### src/rtl/tekd_pkg.sv
// tekd_pkg: types and constants shared by the terminal escape key decoder
// holds payload structs, controller/datapath command and status structs, byte codes
// no dependencies
`default_nettype none

package tekd_pkg;

    localparam int WIN_BYTES = 6;

    typedef logic [WIN_BYTES-1:0][7:0] win_t;
    typedef logic [2:0] count_t;

    // escape sequence bytes
    localparam logic [7:0] BYTE_ESC    = 8'h1B;
    localparam logic [7:0] BYTE_LBRACK = 8'h5B;
    localparam logic [7:0] BYTE_ONE    = 8'h31;
    localparam logic [7:0] BYTE_SEMI   = 8'h3B;
    localparam logic [7:0] BYTE_MOUSE  = 8'h4D;
    localparam logic [7:0] BYTE_THREE  = 8'h33;
    localparam logic [7:0] BYTE_TILDE  = 8'h7E;
    localparam logic [7:0] BYTE_TAB    = 8'h09;
    localparam logic [7:0] BYTE_CR     = 8'h0D;
    localparam logic [7:0] BYTE_ARR_A  = 8'h41;
    localparam logic [7:0] BYTE_ARR_B  = 8'h42;
    localparam logic [7:0] BYTE_ARR_C  = 8'h43;
    localparam logic [7:0] BYTE_ARR_D  = 8'h44;

    // special key codes
    localparam logic [3:0] CODE_NONE   = 4'd0;
    localparam logic [3:0] CODE_TAB    = 4'd1;
    localparam logic [3:0] CODE_ENTER  = 4'd2;
    localparam logic [3:0] CODE_ESC    = 4'd3;
    localparam logic [3:0] CODE_UP     = 4'd4;
    localparam logic [3:0] CODE_DOWN   = 4'd5;
    localparam logic [3:0] CODE_LEFT   = 4'd6;
    localparam logic [3:0] CODE_RIGHT  = 4'd7;
    localparam logic [3:0] CODE_DELETE = 4'd8;

    // x10 mouse button bytes after removing the 32 offset
    localparam logic [7:0] MB_LEFT    = 8'd0;
    localparam logic [7:0] MB_RELEASE = 8'd3;
    localparam logic [7:0] MB_WHEEL_U = 8'd64;
    localparam logic [7:0] MB_WHEEL_D = 8'd65;

    localparam logic [1:0] BTN_LEFT   = 2'd0;
    localparam logic [1:0] BTN_WHEEL_U = 2'd1;
    localparam logic [1:0] BTN_WHEEL_D = 2'd2;

    localparam logic EV_KEY   = 1'b0;
    localparam logic EV_MOUSE = 1'b1;

    typedef struct packed {
        logic [7:0] data_byte;
        logic       chunk_end;
    } in_item_t;

    typedef struct packed {
        logic              event_kind;
        logic              is_special;
        logic [7:0]        character;
        logic [3:0]        special_code;
        logic              ctrl_held;
        logic              alt_held;
        logic              mouse_action;
        logic [1:0]        mouse_btn;
        logic signed [7:0] mouse_col;
        logic signed [7:0] mouse_row;
        logic [2:0]        bytes_used;
        logic              last_of_run;
    } out_item_t;

    typedef struct packed {
        logic append;   // write the accepted byte at the window tail
        logic emit;     // load one decoded event into the output register
        logic last;     // event is the final one of this run
    } dp_cmd_t;

    typedef struct packed {
        count_t count;
        logic   cnt_at_five;
        logic   rem_zero;   // head event consumes every buffered byte
    } dp_stat_t;

endpackage

`default_nettype wire

### src/rtl/terminal_escape_key_decoder.sv
// Terminal escape key decoder: turns a raw terminal byte stream into key and
// mouse events (arrows with modifiers, X10 mouse, delete, alt+key, ctrl+letter).
// Bytes are taken one per cycle, while no event is being decoded, into a
// six-byte window. A transaction that neither fills the window nor carries
// chunk_end only buffers its byte and produces no event. When the window fills,
// one event is decoded from its head once the output register is free; at chunk
// end the window is drained, one event per cycle while results are taken, so one
// input transaction can give up to six events. The event output is registered,
// so once the final event of a run is loaded, buffering of new bytes continues
// while it waits to be taken. bytes_used tells how many stream bytes each event
// consumed and last_of_run marks the final event caused by one input byte.
// depends on tekd_pkg, tekd_ctrl, tekd_dp
`default_nettype none

module terminal_escape_key_decoder (
    input  wire                       aclk,
    input  wire                       aresetn,
    input  wire                       s_valid,
    output logic                      s_ready,
    input  wire tekd_pkg::in_item_t   s_payload,
    output logic                      m_valid,
    input  wire                       m_ready,
    output tekd_pkg::out_item_t       m_payload
);

    tekd_pkg::dp_cmd_t  cmd;
    tekd_pkg::dp_stat_t stat;

    tekd_ctrl u_ctrl (
        .aclk      (aclk),
        .aresetn   (aresetn),
        .s_valid   (s_valid),
        .chunk_end (s_payload.chunk_end),
        .s_ready   (s_ready),
        .m_valid   (m_valid),
        .m_ready   (m_ready),
        .stat      (stat),
        .cmd       (cmd)
    );

    tekd_dp u_dp (
        .aclk      (aclk),
        .aresetn   (aresetn),
        .data_byte (s_payload.data_byte),
        .cmd       (cmd),
        .stat      (stat),
        .out_item  (m_payload)
    );

    // window never full while bytes are being taken
    a_room_on_accept: assert property (@(posedge aclk) disable iff (!aresetn)
        s_ready |-> stat.count <= 3'd5)
        else $error("window full while accepting input");

    // decoding always has at least one buffered byte
    a_decode_nonempty: assert property (@(posedge aclk) disable iff (!aresetn)
        !s_ready |-> stat.count != 3'd0)
        else $error("decode with empty window");

    // a plain buffering transaction never blocks the next byte
    a_buffer_only: assert property (@(posedge aclk) disable iff (!aresetn)
        (s_valid && s_ready && !s_payload.chunk_end && !stat.cnt_at_five) |=> s_ready)
        else $error("input stalled after buffering transaction");

    // every event consumes one to six bytes
    a_used_range: assert property (@(posedge aclk) disable iff (!aresetn)
        m_valid |-> (m_payload.bytes_used != 3'd0 && m_payload.bytes_used != 3'd7))
        else $error("event bytes_used out of range");

endmodule

`default_nettype wire

### src/rtl/tekd_decode.sv
// tekd_decode: combinational decode of one event from the head of the byte window
// depends on tekd_pkg
`default_nettype none

module tekd_decode (
    input  wire tekd_pkg::win_t      win,
    input  wire tekd_pkg::count_t    count,
    output tekd_pkg::out_item_t      ev
);

    typedef struct packed {
        logic       is_special;
        logic [3:0] code;
        logic [7:0] character;
        logic       ctrl;
    } key_t;

    function automatic logic [3:0] arrow_code(input logic [7:0] f);
        logic [3:0] c;
        case (f)
            tekd_pkg::BYTE_ARR_A: c = tekd_pkg::CODE_UP;
            tekd_pkg::BYTE_ARR_B: c = tekd_pkg::CODE_DOWN;
            tekd_pkg::BYTE_ARR_C: c = tekd_pkg::CODE_RIGHT;
            tekd_pkg::BYTE_ARR_D: c = tekd_pkg::CODE_LEFT;
            default:              c = tekd_pkg::CODE_NONE;
        endcase
        return c;
    endfunction

    function automatic key_t decode_single(input logic [7:0] b);
        key_t       k;
        logic [7:0] r;
        k = '0;
        r = b + 8'd96;
        if (b == tekd_pkg::BYTE_TAB) begin
            k.is_special = 1'b1;
            k.code       = tekd_pkg::CODE_TAB;
        end else if (b == tekd_pkg::BYTE_CR) begin
            k.is_special = 1'b1;
            k.code       = tekd_pkg::CODE_ENTER;
        end else if (b == tekd_pkg::BYTE_ESC) begin
            k.is_special = 1'b1;
            k.code       = tekd_pkg::CODE_ESC;
        end else if (b[6:5] == 2'b00) begin
            // control byte maps to ctrl plus a character, printable for the C0 range
            if (b == 8'd0) begin
                r = 8'd32;
            end else if (r < 8'd97 || r > 8'd122) begin
                r = b + 8'd24;
            end
            k.character = r;
            k.ctrl      = 1'b1;
        end else begin
            k.character = b;
        end
        return k;
    endfunction

    logic       esc_lb;
    logic [7:0] mod_m;
    logic [7:0] btn_b;
    logic       mouse_ok;
    key_t       key0;
    key_t       key1;

    always_comb begin
        esc_lb   = (win[0] == tekd_pkg::BYTE_ESC) && (win[1] == tekd_pkg::BYTE_LBRACK);
        mod_m    = win[4] - 8'd33;
        btn_b    = win[3] - 8'd32;
        mouse_ok = (btn_b == tekd_pkg::MB_LEFT) || (btn_b == tekd_pkg::MB_RELEASE) ||
                   (btn_b == tekd_pkg::MB_WHEEL_U) || (btn_b == tekd_pkg::MB_WHEEL_D);
        key0     = decode_single(win[0]);
        key1     = decode_single(win[1]);
        ev       = '0;
        if (count == 3'd6 && esc_lb && win[2] == tekd_pkg::BYTE_ONE &&
            win[3] == tekd_pkg::BYTE_SEMI) begin
            ev.is_special   = 1'b1;
            ev.special_code = arrow_code(win[5]);
            ev.alt_held     = mod_m[1];
            ev.ctrl_held    = mod_m[2];
            ev.bytes_used   = 3'd6;
        end else if (count == 3'd6 && esc_lb && win[2] == tekd_pkg::BYTE_MOUSE &&
                     mouse_ok) begin
            ev.event_kind   = tekd_pkg::EV_MOUSE;
            ev.mouse_action = (btn_b == tekd_pkg::MB_RELEASE);
            if (btn_b == tekd_pkg::MB_WHEEL_U) begin
                ev.mouse_btn = tekd_pkg::BTN_WHEEL_U;
            end else if (btn_b == tekd_pkg::MB_WHEEL_D) begin
                ev.mouse_btn = tekd_pkg::BTN_WHEEL_D;
            end else begin
                ev.mouse_btn = tekd_pkg::BTN_LEFT;
            end
            ev.mouse_col  = win[4] - 8'd32;
            ev.mouse_row  = win[5] - 8'd32;
            ev.bytes_used = 3'd6;
        end else if (count >= 3'd4 && esc_lb && win[2] == tekd_pkg::BYTE_THREE &&
                     win[3] == tekd_pkg::BYTE_TILDE) begin
            ev.is_special   = 1'b1;
            ev.special_code = tekd_pkg::CODE_DELETE;
            ev.bytes_used   = 3'd4;
        end else if (count >= 3'd3 && esc_lb) begin
            ev.is_special   = 1'b1;
            ev.special_code = arrow_code(win[2]);
            ev.bytes_used   = 3'd3;
        end else if (count >= 3'd2 && win[0] == tekd_pkg::BYTE_ESC) begin
            ev.is_special   = key1.is_special;
            ev.special_code = key1.code;
            ev.character    = key1.character;
            ev.ctrl_held    = key1.ctrl;
            ev.alt_held     = 1'b1;
            ev.bytes_used   = 3'd2;
        end else begin
            ev.is_special   = key0.is_special;
            ev.special_code = key0.code;
            ev.character    = key0.character;
            ev.ctrl_held    = key0.ctrl;
            ev.bytes_used   = 3'd1;
        end
    end

endmodule

`default_nettype wire

### src/rtl/tekd_dp.sv
// tekd_dp: byte window, fill count, event decoder and output register
// depends on tekd_pkg and tekd_decode
`default_nettype none

module tekd_dp (
    input  wire                       aclk,
    input  wire                       aresetn,
    input  wire [7:0]                 data_byte,
    input  wire tekd_pkg::dp_cmd_t    cmd,
    output tekd_pkg::dp_stat_t        stat,
    output tekd_pkg::out_item_t       out_item
);

    tekd_pkg::win_t      win_reg;
    tekd_pkg::win_t      win_next;
    tekd_pkg::count_t    cnt_reg;
    tekd_pkg::count_t    cnt_next;
    tekd_pkg::out_item_t out_reg;
    tekd_pkg::out_item_t out_next;
    tekd_pkg::out_item_t ev;

    tekd_decode u_decode (
        .win   (win_reg),
        .count (cnt_reg),
        .ev    (ev)
    );

    always_comb begin
        win_next = win_reg;
        cnt_next = cnt_reg;
        out_next = out_reg;
        if (cmd.append) begin
            win_next[cnt_reg] = data_byte;
            cnt_next          = cnt_reg + 3'd1;
        end else if (cmd.emit) begin
            // drop the consumed bytes from the window head
            win_next = win_reg >> {ev.bytes_used, 3'b000};
            cnt_next = cnt_reg - ev.bytes_used;
        end
        if (cmd.emit) begin
            out_next             = ev;
            out_next.last_of_run = cmd.last;
        end
    end

    always_ff @(posedge aclk) begin
        if (!aresetn) begin
            cnt_reg <= '0;
        end else begin
            cnt_reg <= cnt_next;
        end
    end

    always_ff @(posedge aclk) begin
        win_reg <= win_next;
        out_reg <= out_next;
    end

    always_comb begin
        stat.count       = cnt_reg;
        stat.cnt_at_five = (cnt_reg == 3'd5);
        stat.rem_zero    = (cnt_reg == ev.bytes_used);
    end

    assign out_item = out_reg;

endmodule

`default_nettype wire

### src/rtl/tekd_ctrl.sv
// tekd_ctrl: controller for buffering and event emission, owns both handshakes
// depends on tekd_pkg
`default_nettype none

module tekd_ctrl (
    input  wire                       aclk,
    input  wire                       aresetn,
    input  wire                       s_valid,
    input  wire                       chunk_end,
    output logic                      s_ready,
    output logic                      m_valid,
    input  wire                       m_ready,
    input  wire tekd_pkg::dp_stat_t   stat,
    output tekd_pkg::dp_cmd_t         cmd
);

    typedef enum logic {
        ST_IDLE,
        ST_DECODE
    } state_t;

    state_t state_reg;
    logic   end_reg;
    logic   m_valid_reg;
    logic   out_free;

    always_comb begin
        out_free   = !m_valid_reg || m_ready;
        cmd.append = (state_reg == ST_IDLE) && s_valid;
        cmd.emit   = (state_reg == ST_DECODE) && out_free;
        // a full-window decode emits one event; a chunk end drains everything
        cmd.last   = !end_reg || stat.rem_zero;
    end

    always_ff @(posedge aclk) begin
        if (!aresetn) begin
            state_reg   <= ST_IDLE;
            end_reg     <= 1'b0;
            m_valid_reg <= 1'b0;
        end else begin
            case (state_reg)
                ST_IDLE: begin
                    if (s_valid) begin
                        end_reg <= chunk_end;
                        if (chunk_end || stat.cnt_at_five) begin
                            state_reg <= ST_DECODE;
                        end
                    end
                end
                ST_DECODE: begin
                    if (cmd.emit && cmd.last) begin
                        state_reg <= ST_IDLE;
                    end
                end
                default: begin
                    state_reg <= ST_IDLE;
                end
            endcase
            if (cmd.emit) begin
                m_valid_reg <= 1'b1;
            end else if (m_ready) begin
                m_valid_reg <= 1'b0;
            end
        end
    end

    assign s_ready = (state_reg == ST_IDLE);
    assign m_valid = m_valid_reg;

endmodule

`default_nettype wire

### config.mk
export PLATFORM = sky130hd
export DESIGN_NAME = terminal_escape_key_decoder
export DESIGN_NICKNAME = d
export VERILOG_FILES = /design/src/rtl/tekd_pkg.sv /design/src/rtl/terminal_escape_key_decoder.sv /design/src/rtl/tekd_decode.sv /design/src/rtl/tekd_dp.sv /design/src/rtl/tekd_ctrl.sv
export SDC_FILE = /design/constraint.sdc
export NUM_CORES = 1
export LEC_CHECK = 0
export ABC_AREA = 0
export BUFFER_PORTS_ARGS = -buffer_cell sky130_fd_sc_hd__buf_2
export CAP_MARGIN = 40
export CORE_ASPECT_RATIO = 1.75
export CORE_MARGIN = 3
export CORE_UTILIZATION = 50
export DETAILED_ROUTE_END_ITERATION = 7
export HOLD_SLACK_MARGIN = 0.1
export PLACE_DENSITY_LB_ADDON = 0.25
export SETUP_SLACK_MARGIN = 0.1
export SYNTH_ARGS = -nofsm -noshare
export SYNTH_HDL_FRONTEND = slang
export SYNTH_SLANG_ARGS = --single-unit
### constraint.sdc
create_clock -name aclk -period 3.3 [get_ports aclk]
set_input_delay 0.495 -clock aclk [delete_from_list [all_inputs] [get_ports aclk]]
set_output_delay 0.495 -clock aclk [all_outputs]
set_load 0.02 [all_outputs]
After elaboration in Yosys (flattened, before gate mapping)
Cells that the tools add are included.
{ "op_classes": {"n_shift": 1, "magnitude_cmp": 9, "reduce_logical": 36, "eq_ne": 26, "bitwise_logic": 2, "addsub": 10, "muxes": 55} }
{ "ops": {"columns": ["cell", "n"], "rows": [
  ["8-bit by 7-bit == test with 1-bit output, second input constant", 13],
  ["48-bit two-way mux", 2],
  ["8-bit two-way mux", 9],
  ["9-bit two-way mux", 6],
  ["48-bit bitwise mux", 1],
  ["48-bit by 6-bit >> shifter with 48-bit output", 1],
  ["8-bit by 4-bit == test with 1-bit output, second input constant", 4],
  ["5-bit two-way mux", 6],
  ["8-bit demux with 3-bit select", 1],
  ["8-bit by 6-bit == test with 1-bit output, second input constant", 3],
  ["8-bit zero test", 3],
  ["3-bit case mux with 4 select lines", 2],
  ["8-bit by 6-bit subtractor with 8-bit output, second input constant", 3],
  ["8-bit by 5-bit adder with 8-bit output, second input constant", 2],
  ["8-bit by 7-bit adder with 8-bit output, second input constant", 2],
  ["8-bit by 5-bit == test with 1-bit output, second input constant", 2],
  ["8-bit by 7-bit > comparator with 1-bit output, second input constant", 2],
  ["8-bit by 7-bit < comparator with 1-bit output, second input constant", 2],
  ["1-bit logical AND", 15],
  ["15-bit two-way mux", 1],
  ["3-bit two-way mux", 5],
  ["14-bit two-way mux", 1],
  ["1-bit two-way mux", 12],
  ["2-bit two-way mux", 5],
  ["other kinds (22)", 36]
]} }
{ "word_totals": {"in_bits": 13, "wordCells": 162, "register_bits": 93, "output_inout_bits": 41} }

Longest topological paths before layout
{ "depth": {"ltp_word": 14, "mapped_depth": 14, "depth_no_buf": 12} }

Modules after synthesis
Synthesis repeated with hierarchy kept, for this count alone.
{ "unflattened": {"hier_cells": 559, "area_unflattened_um2": 6050.8} }
{ "modules_own_cells": {"columns": ["mod", "area_each_um2", "cells_per_inst", "seq_area_each_um2", "instances"], "rows": [
  ["tekd_dp", 4550.6, 336, 2672.6, 1],
  ["tekd_decode", 1365.1, 208, 0.0, 1],
  ["tekd_ctrl", 135.1, 15, 60.1, 1]
]} }

Worst setup path after synthesis
Ideal clock, no wire load.
{ "synth_path": {"path_type": "register to register", "start": "register u_dp.cnt_reg[0]", "end": "register u_dp.cnt_reg[1]", "arrival_ns": 2.997, "setup_ns": 0.115, "required_time_ns": 3.185, "path_slack_ns": 0.188, "path_stages_with_launch": 15, "path_buffers": 2, "path_cell_list": "dfxtp_1 clkbuf_1 inv_1 ha_1 or3b_4 or3_4 a21boi_4 o21a_1 buf_6 nor2_1 ha_1 fa_1 o21ai_0 a21oi_1 nor2b_1"} }
{ "synth_lines": {"columns": ["item", "line_no", "rtl"], "rows": [
  ["from (decl)", "tekd_dp.sv:16", "tekd_pkg::count_t cnt_reg;"],
  ["from (signal assigned)", "tekd_dp.sv:50", "cnt_reg <= cnt_next;"]
]} }

==> impl_metrics.yaml <==
cts:
  cts_buffers: 9
  cts-hold-fix-buffers: 0
  htree_levels: 3
  root_buffer: "clkbuf_16"
  clockBufferDepth: 2
  cts.sinks: 93
  clkLatencyLatePin_ns: 0.35
  clk_pin_slew_ns: 0.07
  tritoncts: "yes"
layout:
  nets: 719
  largest_reg_flops: 48
  layout_common_cells: "edfxtp_1, nor2_1, nand2_1"
  fillers: 1034
  area_growth_syn_to_layout_pct: 15.8
  drive_above_1_share: 0.218
  diodes: 0
  layout_commonest_cell: "edfxtp_1"
floorplanning:
  die_w_um: 88.9
  dieHeight_um: 151
  coreArea_um2: 11600
  rows: 52
  initial_utilization: 0.516
  die-area_um2: 13400
  io_pins: 54
job:
  drv_cap: 0
sta:
  skew_ns: 0.0125
  fin_crit_sh: 0.915
  tightest_slew_ns: 0.886
  slew_headroom: 0.409
  tns_ns: 0
  period_needed_ns: 3.02
  rsz0062_at_grt: "no"
  hold_viol: 0
  finalSetupViolations: 0
  drv_slew: 0
  fmax_mhz: 331
detailed_routing:
  num_vias: 5437
  firstDrtPassIters: 6
  drc: 0
  drtIter0Drc: 537
  vias_per_cell: 6.57
  wl_per_cell_um: 25.0
  drt_wl_total_um: 20700
  ant_nets: 0
pwr:
  p_total_mw: 2.92
  peakVddDrop_v: 0.000279
  power_density_nw_per_um2: 420
  leakagePower_nw: 2.57
place:
  io_buffers: 53
  gp_congestion: 0.974
  dp_hpwl_um: 15700
critical_path:
  regToRegSetupSlack_ns: 0.28
  critPathCapture: "u_dp.win_reg[18]"
  startpoint: "u_dp.win_reg[29]"
  required_ns: 3.38
  start_kind: "flop"
  path_class: "flop to flop"
  crit_fanout: 7
  worst_r2r_startpoint: "u_dp.win_reg[29]"
  cp.arrival_ns: 3.10
  slowest_delay_ns: 0.42
  critical_path_buf_inv_count: 1
  cp_top_family: "compound AO/OA/AOI/OAI gates"
  crit_chain: "inv_1 > ha_1 > a21oi_1 > o2111ai_2 > nor4_1 > o211ai_2 > nand2_4 > mux2i_1 > o221ai_1"
  reg2reg_to: "u_dp.win_reg[18]"
  worstRegToRegCells: 9
  crit_slowest_cell: "nor4_1"
  critPathCaptureType: "flop"
  path_depth: 9
outcome:
  outcome: "finished clean"
logic_synthesis:
  synth-edff-count: 87
  yosysSeqAreaShare: 0.455
  syn-num-nets: 637
  ys_ff_latch: 93
  avgSynthCellArea_um2: 9.93
  syn_inst: 605
  synth_top_flop_cell: "edfxtp_1"
  async_reset_ff_frac: 0
  synth_cell_types: 78
  yosys_warnings: 0
  synth_area_um2: 6010
global_route:
  grt_pass1_wl_um: 30600
  grt.overflow.total: 0
  grt_util_all_layers: 0.317
  grt_pass1_vias: 5308
  grt_max_degree: 28
  antenna_found_initial: 0
worst_hold_path:
  hold_path_class: "primary input to flop"
## how the worst min path moves through the flow
stage,cells past startpoint,slack (ns),start,endpoint
final,3,0.41,s_payload[0],u_ctrl.end_reg
after global routing,2,0.43,aresetn,u_dp.cnt_reg[0]
after CTS,3,0.41,aresetn,u_dp.cnt_reg[2]
after detailed placement,2,0.47,u_ctrl.end_reg,u_ctrl.end_reg
after global placement,2,0.46,u_ctrl.end_reg,u_ctrl.end_reg
after floorplan,2,0.44,u_ctrl.end_reg,u_ctrl.end_reg
## report_power, final
part	total (mW)	switching, mW	internal, mW
Sequential	1.42	0.0648	1.35
Combinational	0.425	0.264	0.160
Clock	1.08	0.479	0.598
## layer usage
metal,part of all wire,wire (um),GRT usage,vias to the layer above
met1,0.34,7080,0.339,2597
met2,0.52,10700,0.547,303
met5,0,0,0,-
met3,0.075,1550,0.0626,89
li1,-,-,-,2448
met4,0.067,1400,0.211,0
## stage by stage
step / util / cells / hold WS [ns] / instance area [um^2] / setup slack (ns)
2_1_floorplan: - / 605 / 0.444 / 6010 / 0.188
3_3_place_gp: 0.563 / 801 / 0.455 / 6560 / 0.172
3_5_place_dp: 0.563 / 801 / 0.470 / 6560 / 0.166
4_1_cts: 0.589 / 817 / 0.410 / 6860 / 0.153
5_1_grt: 0.597 / 827 / 0.425 / 6960 / 0.110
6_report: 0.597 / 827 / 0.413 / 6960 / 0.279
## worst min-delay path: cells and delay by family
kind	cells	cell delay, ns
buffers and inverters	1	0.11
AO/OA/AOI/OAI	1	0.07
AND/OR/NAND/NOR	1	0.05
## final cells by class
cell class | instances | area (um^2) | area share
multi-input cells | 457 | 3040 | 0.437
flip-flops and latches | 93 | 2730 | 0.393
repair buffers | 98 | 603 | 0.0867
clock buffers | 9 | 225 | 0.0324
well taps | 135 | 169 | 0.0243
inverters | 28 | 105 | 0.0151
clock inverters | 7 | 78.8 | 0.0113
## Yosys cell counts (11+ instances only)
cell type,n,area share
nand2_1,56,0.035
inv_1,28,0.017
mux2i_1,15,0.025
a22oi_1,12,0.015
and2_1,18,0.019
o21ai_0,40,0.033
edfxtp_1,87,0.43
and3_1,12,0.012
ha_1,18,0.037
clkbuf_1,11,0.0069
nand3_1,17,0.014
o21ai_1,18,0.015
nor2_1,60,0.037
o211ai_1,11,0.014
a21oi_1,23,0.019
## timing repair
action / in CTS / in global routing
setup buffers: 0 / 10
gates resized for setup: 0 / 3
endpoints found under the setup margin: 0 / 19
## logic make-up (layout without fill, tap and decap cells)
kind of cell    after synthesis  in the layout  share of synthesized area
compound gates              177            177                      0.204
buf+inv                      55            142                     0.0416
fa+ha+maj                    19             19                     0.0408
flops                        93             93                      0.455
xor+xnor                     11             11                     0.0160
mux                          17             17                     0.0287
simple gates                233            233                      0.214
No activity file was read; power rests on OpenSTA's default activity.
